### src/sv/ise_pkg.sv
package ise_pkg;

	localparam int ISE_DEPTH     = 64;
	localparam int ISE_WORD_BITS = 32;

	localparam int REQ_W   = 3;
	localparam int DATA_W  = 32;
	localparam int POS_W   = 7;
	localparam int LIMIT_W = 7;

	localparam logic [LIMIT_W-1:0] LIMIT_RST = 7'd64;

	localparam logic [REQ_W-1:0] REQ_PUSH   = 3'd0;
	localparam logic [REQ_W-1:0] REQ_POP    = 3'd1;
	localparam logic [REQ_W-1:0] REQ_PEEK   = 3'd2;
	localparam logic [REQ_W-1:0] REQ_CHANGE = 3'd3;
	localparam logic [REQ_W-1:0] REQ_DUMP   = 3'd4;

	typedef enum logic [1:0] {
		ST_OK       = 2'd0,
		ST_OVERFLOW = 2'd1,
		ST_EMPTY    = 2'd2,
		ST_BAD_POS  = 2'd3
	} ise_status_t;

	typedef struct packed {
		logic [REQ_W-1:0]         req_type;
		logic signed [DATA_W-1:0] value;
		logic [POS_W-1:0]         position;
	} ise_in_t;

	typedef struct packed {
		logic signed [DATA_W-1:0] data;
		logic [1:0]               status;
		logic                     last;
	} ise_out_t;

	typedef enum logic [2:0] {
		DP_NOP,
		DP_PUSH,
		DP_POP,
		DP_PEEK,
		DP_DUMP_START,
		DP_DUMP_NEXT
	} ise_dpop_t;

	typedef enum logic [1:0] {
		LD_NONE,
		LD_CONST,
		LD_RAM
	} ise_ld_t;

	typedef struct packed {
		ise_dpop_t   op;
		ise_ld_t     ld;
		ise_status_t status;
		logic        last;
		logic        wr_change;
	} ise_cmd_t;

	typedef struct packed {
		logic full;
		logic empty;
		logic pos_bad;
		logic dump_end;
	} ise_stat_t;

endpackage

### src/sv/ise_ram.sv
module ise_ram #(
	parameter int WIDTH = 32,
	parameter int DEPTH = 64,
	parameter int AW    = (DEPTH > 1) ? $clog2(DEPTH) : 1
) (
	input  logic             clk,
	input  logic             we,
	input  logic [AW-1:0]    waddr,
	input  logic [WIDTH-1:0] wdata,
	input  logic             re,
	input  logic [AW-1:0]    raddr,
	output logic [WIDTH-1:0] rdata
);

	logic [WIDTH-1:0] mem [DEPTH];

	always_ff @(posedge clk) begin
		if (we) begin
			mem[waddr] <= wdata;
		end
		if (re) begin
			rdata <= mem[raddr];
		end
	end

endmodule

### src/sv/ise_ctrl.sv
module ise_ctrl (
	input  logic                         clk,
	input  logic                         arst_n,
	input  logic                         req_valid,
	input  logic [ise_pkg::REQ_W-1:0]    req_type,
	output logic                         req_ready,
	output logic                         rsp_valid,
	input  logic                         rsp_ready,
	input  ise_pkg::ise_stat_t           stat,
	output ise_pkg::ise_cmd_t            cmd
);

	import ise_pkg::*;

	typedef enum logic [2:0] {
		S_IDLE = 3'b001,
		S_READ = 3'b010,
		S_OUT  = 3'b100
	} state_t;

	state_t state_q, state_d;
	logic   dump_q, change_q;

	always_comb begin
		state_d       = state_q;
		req_ready     = 1'b0;
		rsp_valid     = 1'b0;
		cmd.op        = DP_NOP;
		cmd.ld        = LD_NONE;
		cmd.status    = ST_OK;
		cmd.last      = 1'b1;
		cmd.wr_change = 1'b0;
		unique case (state_q)
			S_IDLE: begin
				req_ready = 1'b1;
				if (req_valid) begin
					unique case (req_type) inside
						REQ_PUSH: begin
							cmd.ld  = LD_CONST;
							state_d = S_OUT;
							if (stat.full) begin
								cmd.status = ST_OVERFLOW;
							end else begin
								cmd.op = DP_PUSH;
							end
						end
						REQ_POP: begin
							if (stat.empty) begin
								cmd.ld     = LD_CONST;
								cmd.status = ST_EMPTY;
								state_d    = S_OUT;
							end else begin
								cmd.op  = DP_POP;
								state_d = S_READ;
							end
						end
						REQ_PEEK, REQ_CHANGE: begin
							if (stat.pos_bad) begin
								cmd.ld     = LD_CONST;
								cmd.status = ST_BAD_POS;
								state_d    = S_OUT;
							end else begin
								cmd.op  = DP_PEEK;
								state_d = S_READ;
							end
						end
						REQ_DUMP: begin
							if (stat.empty) begin
								cmd.ld     = LD_CONST;
								cmd.status = ST_EMPTY;
								state_d    = S_OUT;
							end else begin
								cmd.op  = DP_DUMP_START;
								state_d = S_READ;
							end
						end
						default: begin
							// unknown request: taken, no result
						end
					endcase
				end
			end
			S_READ: begin
				cmd.ld        = LD_RAM;
				cmd.last      = !dump_q || stat.dump_end;
				cmd.wr_change = change_q;
				state_d       = S_OUT;
			end
			S_OUT: begin
				rsp_valid = 1'b1;
				if (rsp_ready) begin
					if (dump_q && !stat.dump_end) begin
						cmd.op  = DP_DUMP_NEXT;
						state_d = S_READ;
					end else begin
						state_d = S_IDLE;
					end
				end
			end
			default: state_d = S_IDLE;
		endcase
	end

	always_ff @(posedge clk or negedge arst_n) begin
		if (!arst_n) begin
			state_q  <= S_IDLE;
			dump_q   <= 1'b0;
			change_q <= 1'b0;
		end else begin
			state_q <= state_d;
			if (state_q == S_IDLE && req_valid) begin
				// an empty dump answers once and never walks the ram
				dump_q   <= (req_type == REQ_DUMP) && !stat.empty;
				change_q <= (req_type == REQ_CHANGE);
			end
		end
	end

	a_no_overlap: assert property (@(posedge clk) disable iff (!arst_n)
		!(req_ready && rsp_valid))
		else $error("request taken while a result is pending");

	a_read_to_out: assert property (@(posedge clk) disable iff (!arst_n)
		state_q == S_READ |=> state_q == S_OUT)
		else $error("read data not moved to the output register");

	a_push_room: assert property (@(posedge clk) disable iff (!arst_n)
		cmd.op == DP_PUSH |-> !stat.full)
		else $error("push issued on a full stack");

	a_stall_holds: assert property (@(posedge clk) disable iff (!arst_n)
		(state_q == S_OUT && !rsp_ready) |=> state_q == S_OUT)
		else $error("result dropped during a stall");

endmodule

### src/sv/ise_dpath.sv
module ise_dpath #(
	parameter int DEPTH     = ise_pkg::ISE_DEPTH,
	parameter int WORD_BITS = ise_pkg::ISE_WORD_BITS
) (
	input  logic                          clk,
	input  logic                          arst_n,
	input  logic                          cfg_valid,
	input  logic [ise_pkg::LIMIT_W-1:0]   cfg_data,
	input  ise_pkg::ise_in_t              req,
	input  ise_pkg::ise_cmd_t             cmd,
	output ise_pkg::ise_stat_t            stat,
	output ise_pkg::ise_out_t             rsp
);

	import ise_pkg::*;

	localparam int CNT_W = $clog2(DEPTH + 1);
	localparam int IDX_W = (DEPTH > 1) ? $clog2(DEPTH) : 1;

	logic [LIMIT_W-1:0]   size_limit_q;
	logic [CNT_W-1:0]     count_q;
	logic [IDX_W-1:0]     addr_q;
	logic [WORD_BITS-1:0] value_q;
	ise_out_t             res_q;

	logic [LIMIT_W-1:0]   limit;
	logic [CNT_W-1:0]     count_dec;
	logic [POS_W-1:0]     peek_diff;
	logic [IDX_W-1:0]     addr_dec;
	logic [WORD_BITS-1:0] req_word;

	logic                 ram_we, ram_re;
	logic [IDX_W-1:0]     ram_waddr, ram_raddr;
	logic [WORD_BITS-1:0] ram_wdata, ram_rdata;

	// limit saturates at the physical depth
	assign limit     = (size_limit_q > LIMIT_W'(DEPTH)) ? LIMIT_W'(DEPTH) : size_limit_q;
	assign count_dec = count_q - CNT_W'(1);
	assign peek_diff = POS_W'(count_q) - req.position;
	assign addr_dec  = addr_q - IDX_W'(1);
	assign req_word  = WORD_BITS'(req.value);

	assign stat.full     = LIMIT_W'(count_q) >= limit;
	assign stat.empty    = (count_q == '0);
	assign stat.pos_bad  = (req.position == '0) || (req.position > POS_W'(count_q));
	assign stat.dump_end = (addr_q == '0);

	always_comb begin
		ram_we    = 1'b0;
		ram_waddr = addr_q;
		ram_wdata = value_q;
		ram_re    = 1'b1;
		ram_raddr = count_dec[IDX_W-1:0];
		if (cmd.wr_change) begin
			ram_we = 1'b1;
		end
		case (cmd.op) inside
			DP_PUSH: begin
				ram_we    = 1'b1;
				ram_waddr = count_q[IDX_W-1:0];
				ram_wdata = req_word;
			end
			DP_PEEK:      ram_raddr = peek_diff[IDX_W-1:0];
			DP_DUMP_NEXT: ram_raddr = addr_dec;
			DP_POP, DP_DUMP_START: ram_raddr = count_dec[IDX_W-1:0];
			default:      ram_re = 1'b0;
		endcase
	end

	ise_ram #(
		.WIDTH (WORD_BITS),
		.DEPTH (DEPTH)
	) u_ram (
		.clk   (clk),
		.we    (ram_we),
		.waddr (ram_waddr),
		.wdata (ram_wdata),
		.re    (ram_re),
		.raddr (ram_raddr),
		.rdata (ram_rdata)
	);

	always_ff @(posedge clk or negedge arst_n) begin
		if (!arst_n) begin
			size_limit_q <= LIMIT_RST;
			count_q      <= '0;
		end else begin
			if (cfg_valid) begin
				size_limit_q <= cfg_data;
			end
			case (cmd.op)
				DP_PUSH: count_q <= count_q + CNT_W'(1);
				DP_POP:  count_q <= count_dec;
				default: ;
			endcase
		end
	end

	always_ff @(posedge clk) begin
		case (cmd.op)
			DP_PEEK: begin
				addr_q  <= peek_diff[IDX_W-1:0];
				value_q <= req_word;
			end
			DP_DUMP_START: addr_q <= count_dec[IDX_W-1:0];
			DP_DUMP_NEXT:  addr_q <= addr_dec;
			default: ;
		endcase
		case (cmd.ld)
			LD_CONST: begin
				res_q.data   <= '0;
				res_q.status <= cmd.status;
				res_q.last   <= 1'b1;
			end
			LD_RAM: begin
				res_q.data   <= DATA_W'(ram_rdata);
				res_q.status <= ST_OK;
				res_q.last   <= cmd.last;
			end
			default: ;
		endcase
	end

	assign rsp = res_q;

	a_count_range: assert property (@(posedge clk) disable iff (!arst_n)
		count_q <= CNT_W'(DEPTH))
		else $error("entry count beyond depth");

	a_pop_nonempty: assert property (@(posedge clk) disable iff (!arst_n)
		cmd.op == DP_POP |-> count_q != '0)
		else $error("pop on an empty stack");

endmodule

### src/sv/indexed_stack_engine.sv
// channel | valid     | ready     | payload
// req     | req_valid | req_ready | req  (req_type, value, position)
// rsp     | rsp_valid | rsp_ready | rsp  (data, status, last)
// cfg     | cfg_valid | cfg_ready | cfg_data (size_limit)
//
// push and every error answer: result beat in the cycle after the request beat
// pop, peek, change: the registered read of the entry ram, then the output register
// dump: entries top first, read and output alternate
// req_ready is low from an answered request beat until its last result beat is taken
// reset empties the stack and sets the limit to 64; the ram is not cleared
// a stalled result sits in the output register; cfg beats are taken at once
module indexed_stack_engine #(
	parameter int DEPTH     = ise_pkg::ISE_DEPTH,
	parameter int WORD_BITS = ise_pkg::ISE_WORD_BITS
) (
	input  logic                          clk,
	input  logic                          arst_n,
	input  logic                          req_valid,
	output logic                          req_ready,
	input  ise_pkg::ise_in_t              req,
	output logic                          rsp_valid,
	input  logic                          rsp_ready,
	output ise_pkg::ise_out_t             rsp,
	input  logic                          cfg_valid,
	output logic                          cfg_ready,
	input  logic [ise_pkg::LIMIT_W-1:0]   cfg_data
);

	import ise_pkg::*;

	ise_cmd_t  cmd;
	ise_stat_t stat;

	assign cfg_ready = 1'b1;

	ise_ctrl u_ctrl (
		.clk       (clk),
		.arst_n    (arst_n),
		.req_valid (req_valid),
		.req_type  (req.req_type),
		.req_ready (req_ready),
		.rsp_valid (rsp_valid),
		.rsp_ready (rsp_ready),
		.stat      (stat),
		.cmd       (cmd)
	);

	ise_dpath #(
		.DEPTH     (DEPTH),
		.WORD_BITS (WORD_BITS)
	) u_dpath (
		.clk       (clk),
		.arst_n    (arst_n),
		.cfg_valid (cfg_valid),
		.cfg_data  (cfg_data),
		.req       (req),
		.cmd       (cmd),
		.stat      (stat),
		.rsp       (rsp)
	);

endmodule

### config.mk
export PLATFORM = sky130hd
export DESIGN_NAME = indexed_stack_engine
export DESIGN_NICKNAME = d
export VERILOG_FILES = /design/src/sv/ise_pkg.sv /design/src/sv/ise_ram.sv /design/src/sv/ise_ctrl.sv /design/src/sv/ise_dpath.sv /design/src/sv/indexed_stack_engine.sv
export SDC_FILE = /design/constraint.sdc
export NUM_CORES = 2
export LEC_CHECK = 0
export ABC_AREA = 1
export BUFFER_PORTS_ARGS = -buffer_cell sky130_fd_sc_hd__buf_2
export CAP_MARGIN = 20
export CORE_MARGIN = 8
export CORE_UTILIZATION = 50
export DETAILED_ROUTE_END_ITERATION = 12
export MAX_ROUTING_LAYER = met4
export PLACE_DENSITY = 0.69
export SLEW_MARGIN = 10
export SYNTH_ARGS = -nofsm -noshare
export SYNTH_HDL_FRONTEND = slang
export SYNTH_SLANG_ARGS = --single-unit
### constraint.sdc
create_clock -name clk -period 9.2 [get_ports clk]
set_clock_uncertainty 0.2 [all_clocks]
set_input_delay 0.46 -clock clk [delete_from_list [all_inputs] [get_ports clk]]
set_output_delay 0.46 -clock clk [all_outputs]
set_load 0.01 [all_outputs]
==> results_dict.tcl <==
set metrics [dict create \
    outcome "completed" \
    core.rowCount 160 \
    io-pin-count 92 \
    clk_pin_slew_ns 0.06 \
    avgSynthCellArea_um2 10.3 \
    cts_resized 0 \
    die_w_um 453 \
    cts_tree "done" \
    drt_iter0_markers 8221 \
    drive_above_1_share_pct 6.91 \
    max-slew-margin-rel_pct 24.8 \
    fin_crit_ns 6.66 \
    worstSetupPathType "reg2reg" \
    netlist_area_um2 95400 \
    cts_root_buffer "clkbuf_16" \
    async_flop_share_pct 0.875 \
    layout_common_cells "nand3_1 (2,161), edfxtp_1 (2,153), nand2_1 (2,148)" \
    critPathRequiredTime_ns 9.67 \
    ctsHtreeMaxLevel 4 \
    grt_pass1_wl_um 395000 \
    ir_worst_vdd_uv 600 \
    grt_pass1_vias 63600 \
    fmax_mhz 150 \
    port_buffers 90 \
    ys.flop_type "edfxtp_1" \
    slew_viol_final 0 \
    synth_fp_nets 9337 \
    power_frac_seq_pct 32.7 \
    rsz0062_at_grt "no" \
    gp_congestion 0.893 \
    hpwl_um 143000 \
    finalCritPeriodShare_pct 72.4 \
    areaGrowthSynthToFinish_pct 11.8 \
    die_h_um 453 \
    wl_um 267000 \
    synth_edf_count 2153 \
    start_kind "flip-flop" \
    initial_utilization_pct 50.3 \
    layout.nets 9368 \
    via_count 66000 \
    postRouteAntennaNets 0 \
    drt_first_pass_iters 6 \
    p_int_w 0.0197 \
    cts_hold_buf 61 \
    dpl-instance-area_um2 99100 \
    clkSinkCount 2172 \
    grt_max_degree 179 \
    antenna_found_initial 11 \
    powerDensity_nw_per_um2 325 \
    setup_viol 0 \
    wl_per_cell_um 22.3 \
    final_common_cell "nand3_1" \
    cp_max_fo 134 \
    p_leak_nw 45.3 \
    grt-ovfl-total 0 \
    yosysUniqueCellTypes 40 \
    drcViolationCount 0 \
    hold_slack_ns 0.0923 \
    syn_inst 9258 \
    cts_inserted_buffers 211 \
    arrival_ns 7.13 \
    viasPerCell 5.50 \
    fin_area_um2 107000 \
    p_sw_w 0.0149 \
    clk_path_buf_depth 3 \
    pwr-share-clk_pct 24.2 \
    switching_share_pct 43.1 \
    grtUsageTotal_pct 26.2 \
    dieArea_um2 205000 \
    clk_latency_ns 0.85 \
    ys_seq_area_share_pct 68.3 \
    power_frac_comb_pct 43.1 \
    setup_tns_ns 0 \
    tightest_slew_ns 1.13 \
    yosysWarnings 0 \
    final_hold_viol_count 0 \
    cts_setup_buffers 0 \
    max_cap_violations 0 \
    holdCritPathClass "in2reg" \
    endpoint_kind "flip-flop" \
    ys_seq_elements 2172 \
    core_region_area_um2 190000 \
]
## critical path: stages (launching register included)
cell and delay [ns]:
dfrtp_1 0.40, nor4_1 0.34, nand3_1 0.18, nand2_1 0.18, nand2_1 0.08, ha_1 0.29, nand2_1 0.08, a21oi_1 0.07
nor2_1 0.14, nand4_1 0.15, nand2_1 0.10, nand2_1 0.05, nand2_1 0.19, nand2_2 0.30, nand2_1 0.14, buf_4 0.62
nand2_4 0.71, buf_12 0.47, nand2_1 0.18, nand3_1 0.13, nand3_1 0.18, nand3_1 0.11, nand3_1 0.28, nand3_1 0.41
nand2_1 0.24
## metrics by stage
step	power, W	util, %	cells	worst slack (ns)
finish	0.0346	56.2	12000	2.54
global route	0.0360	56.2	12000	2.38
CTS	0.0344	56.0	12000	2.86
detailed placement	0.0261	52.2	11500	2.90
global placement	0.0259	52.0	11500	2.65
floorplan	0.0206	-	9258	2.70
## final timing paths
kind / start / cells after the start / slack (ns) / endpoint
setup / recovery: u_dpath.size_limit_q[2]$_DFFE_PN0P_ / 24 / 2.54 / u_dpath.u_ram.rdata[17]$_DFFE_PP_
hold / removal: req[6] / 6 / 0.09 / u_dpath.rsp[1]$_SDFFCE_PP0P_
setup reg to reg: u_dpath.size_limit_q[2]$_DFFE_PN0P_ / 24 / 2.54 / u_dpath.u_ram.rdata[17]$_DFFE_PP_
hold reg to reg: u_dpath.u_ram.rdata[17]$_DFFE_PP_ / 2 / 0.30 / u_dpath.rsp[20]$_SDFFCE_PP0P_
max in group asynchronous: arst_n / 4 / 6.88 / u_ctrl.state_q[1]$_DFFE_PN0P_
min in group asynchronous: arst_n / 3 / 0.56 / u_dpath.size_limit_q[6]$_DFFE_PN1P_
## per-layer routing
| layer | part of all wire, % | vias up | global-route usage, % |
|---|---|---|---|
| met3 | 10 | 636 | 4.73 |
| li1 | - | 30100 | - |
| met2 | 47 | 3472 | 41.3 |
| met1 | 38 | 31700 | 33.3 |
| met5 | 0 | - | - |
| met4 | 5.0 | 0 | 12.1 |
## logic make-up (layout without fill, tap and decap cells)
group / count (synthesis) / in the layout / share of synthesized area (%)
XOR/XNOR: 17 / 17 / 0.156
buffers and inverters: 2500 / 2705 / 10.2
multiplexers: 4 / 4 / 0.0472
adder cells (fa/ha/maj): 25 / 25 / 0.336
other: 1 / 8 / 0.00393
flip-flops: 2172 / 2172 / 68.3
AO/OA/AOI/OAI: 55 / 55 / 0.351
AND/OR/NAND/NOR: 4484 / 4484 / 20.6
## cells in the mapped netlist (2+ instances only)
master	n	area share, %
ha_1	24	0.31
nor3_1	4	0.021
nor4_1	10	0.066
buf_4	7	0.055
xor2_1	12	0.11
nand2_1	2184	8.6
buf_2	263	1.4
o221ai_1	3	0.028
inv_1	2013	7.9
nand3_1	2164	11
o21ai_0	20	0.10
a21o_1	2	0.016
a21oi_2	3	0.028
nand4_1	15	0.098
inv_2	6	0.024
buf_1	22	0.087
nor2_1	95	0.37
mux2_2	4	0.047
clkbuf_1	187	0.74
dfrtp_1	17	0.45
or2_2	3	0.020
edfxtp_1	2153	68
dfstp_2	2	0.055
o21ai_2	2	0.018
xnor2_1	5	0.046
nand3_2	4	0.042
a21oi_1	17	0.089
o21ai_1	2	0.010
o211ai_1	4	0.031
## area by class of cell
cell class | instances | area, um2
clock inverter | 120 | 1010
clock buffer | 267 | 5580
tap | 2511 | 3140
inverter | 2020 | 7590
multi-input combinational | 4586 | 21200
timing repair buffer | 298 | 3020
antenna | 7 | 17.5
fill | 15600 | 83100
sequential | 2172 | 65100
## power groups by stage
| stage | Sequential, W | Clock [W] | Combinational [W] |
|---|---|---|---|
| final | 0.0113 | 0.00840 | 0.0149 |
| after global placement | 0.0115 | 0 | 0.0144 |
| after CTS | 0.0113 | 0.00846 | 0.0146 |
| after floorplan | 0.0115 | 0 | 0.00910 |
| after detailed placement | 0.0115 | 0 | 0.0146 |
| after global routing | 0.0113 | 0.00883 | 0.0159 |
## sequential cells by signal, indices dropped and copies added, names as in the netlist
| name | cells |
|---|---|
| u_ctrl.change_q | 1 |
| u_ctrl.dump_q | 1 |
| u_ctrl.state_q | 3 |
| u_dpath.addr_q | 6 |
| u_dpath.count_q | 7 |
| u_dpath.rsp | 35 |
| u_dpath.size_limit_q | 7 |
| u_dpath.u_ram.mem | 2048 |
| u_dpath.u_ram.rdata | 32 |
| u_dpath.value_q | 32 |
(Power assumes the default switching activity.)
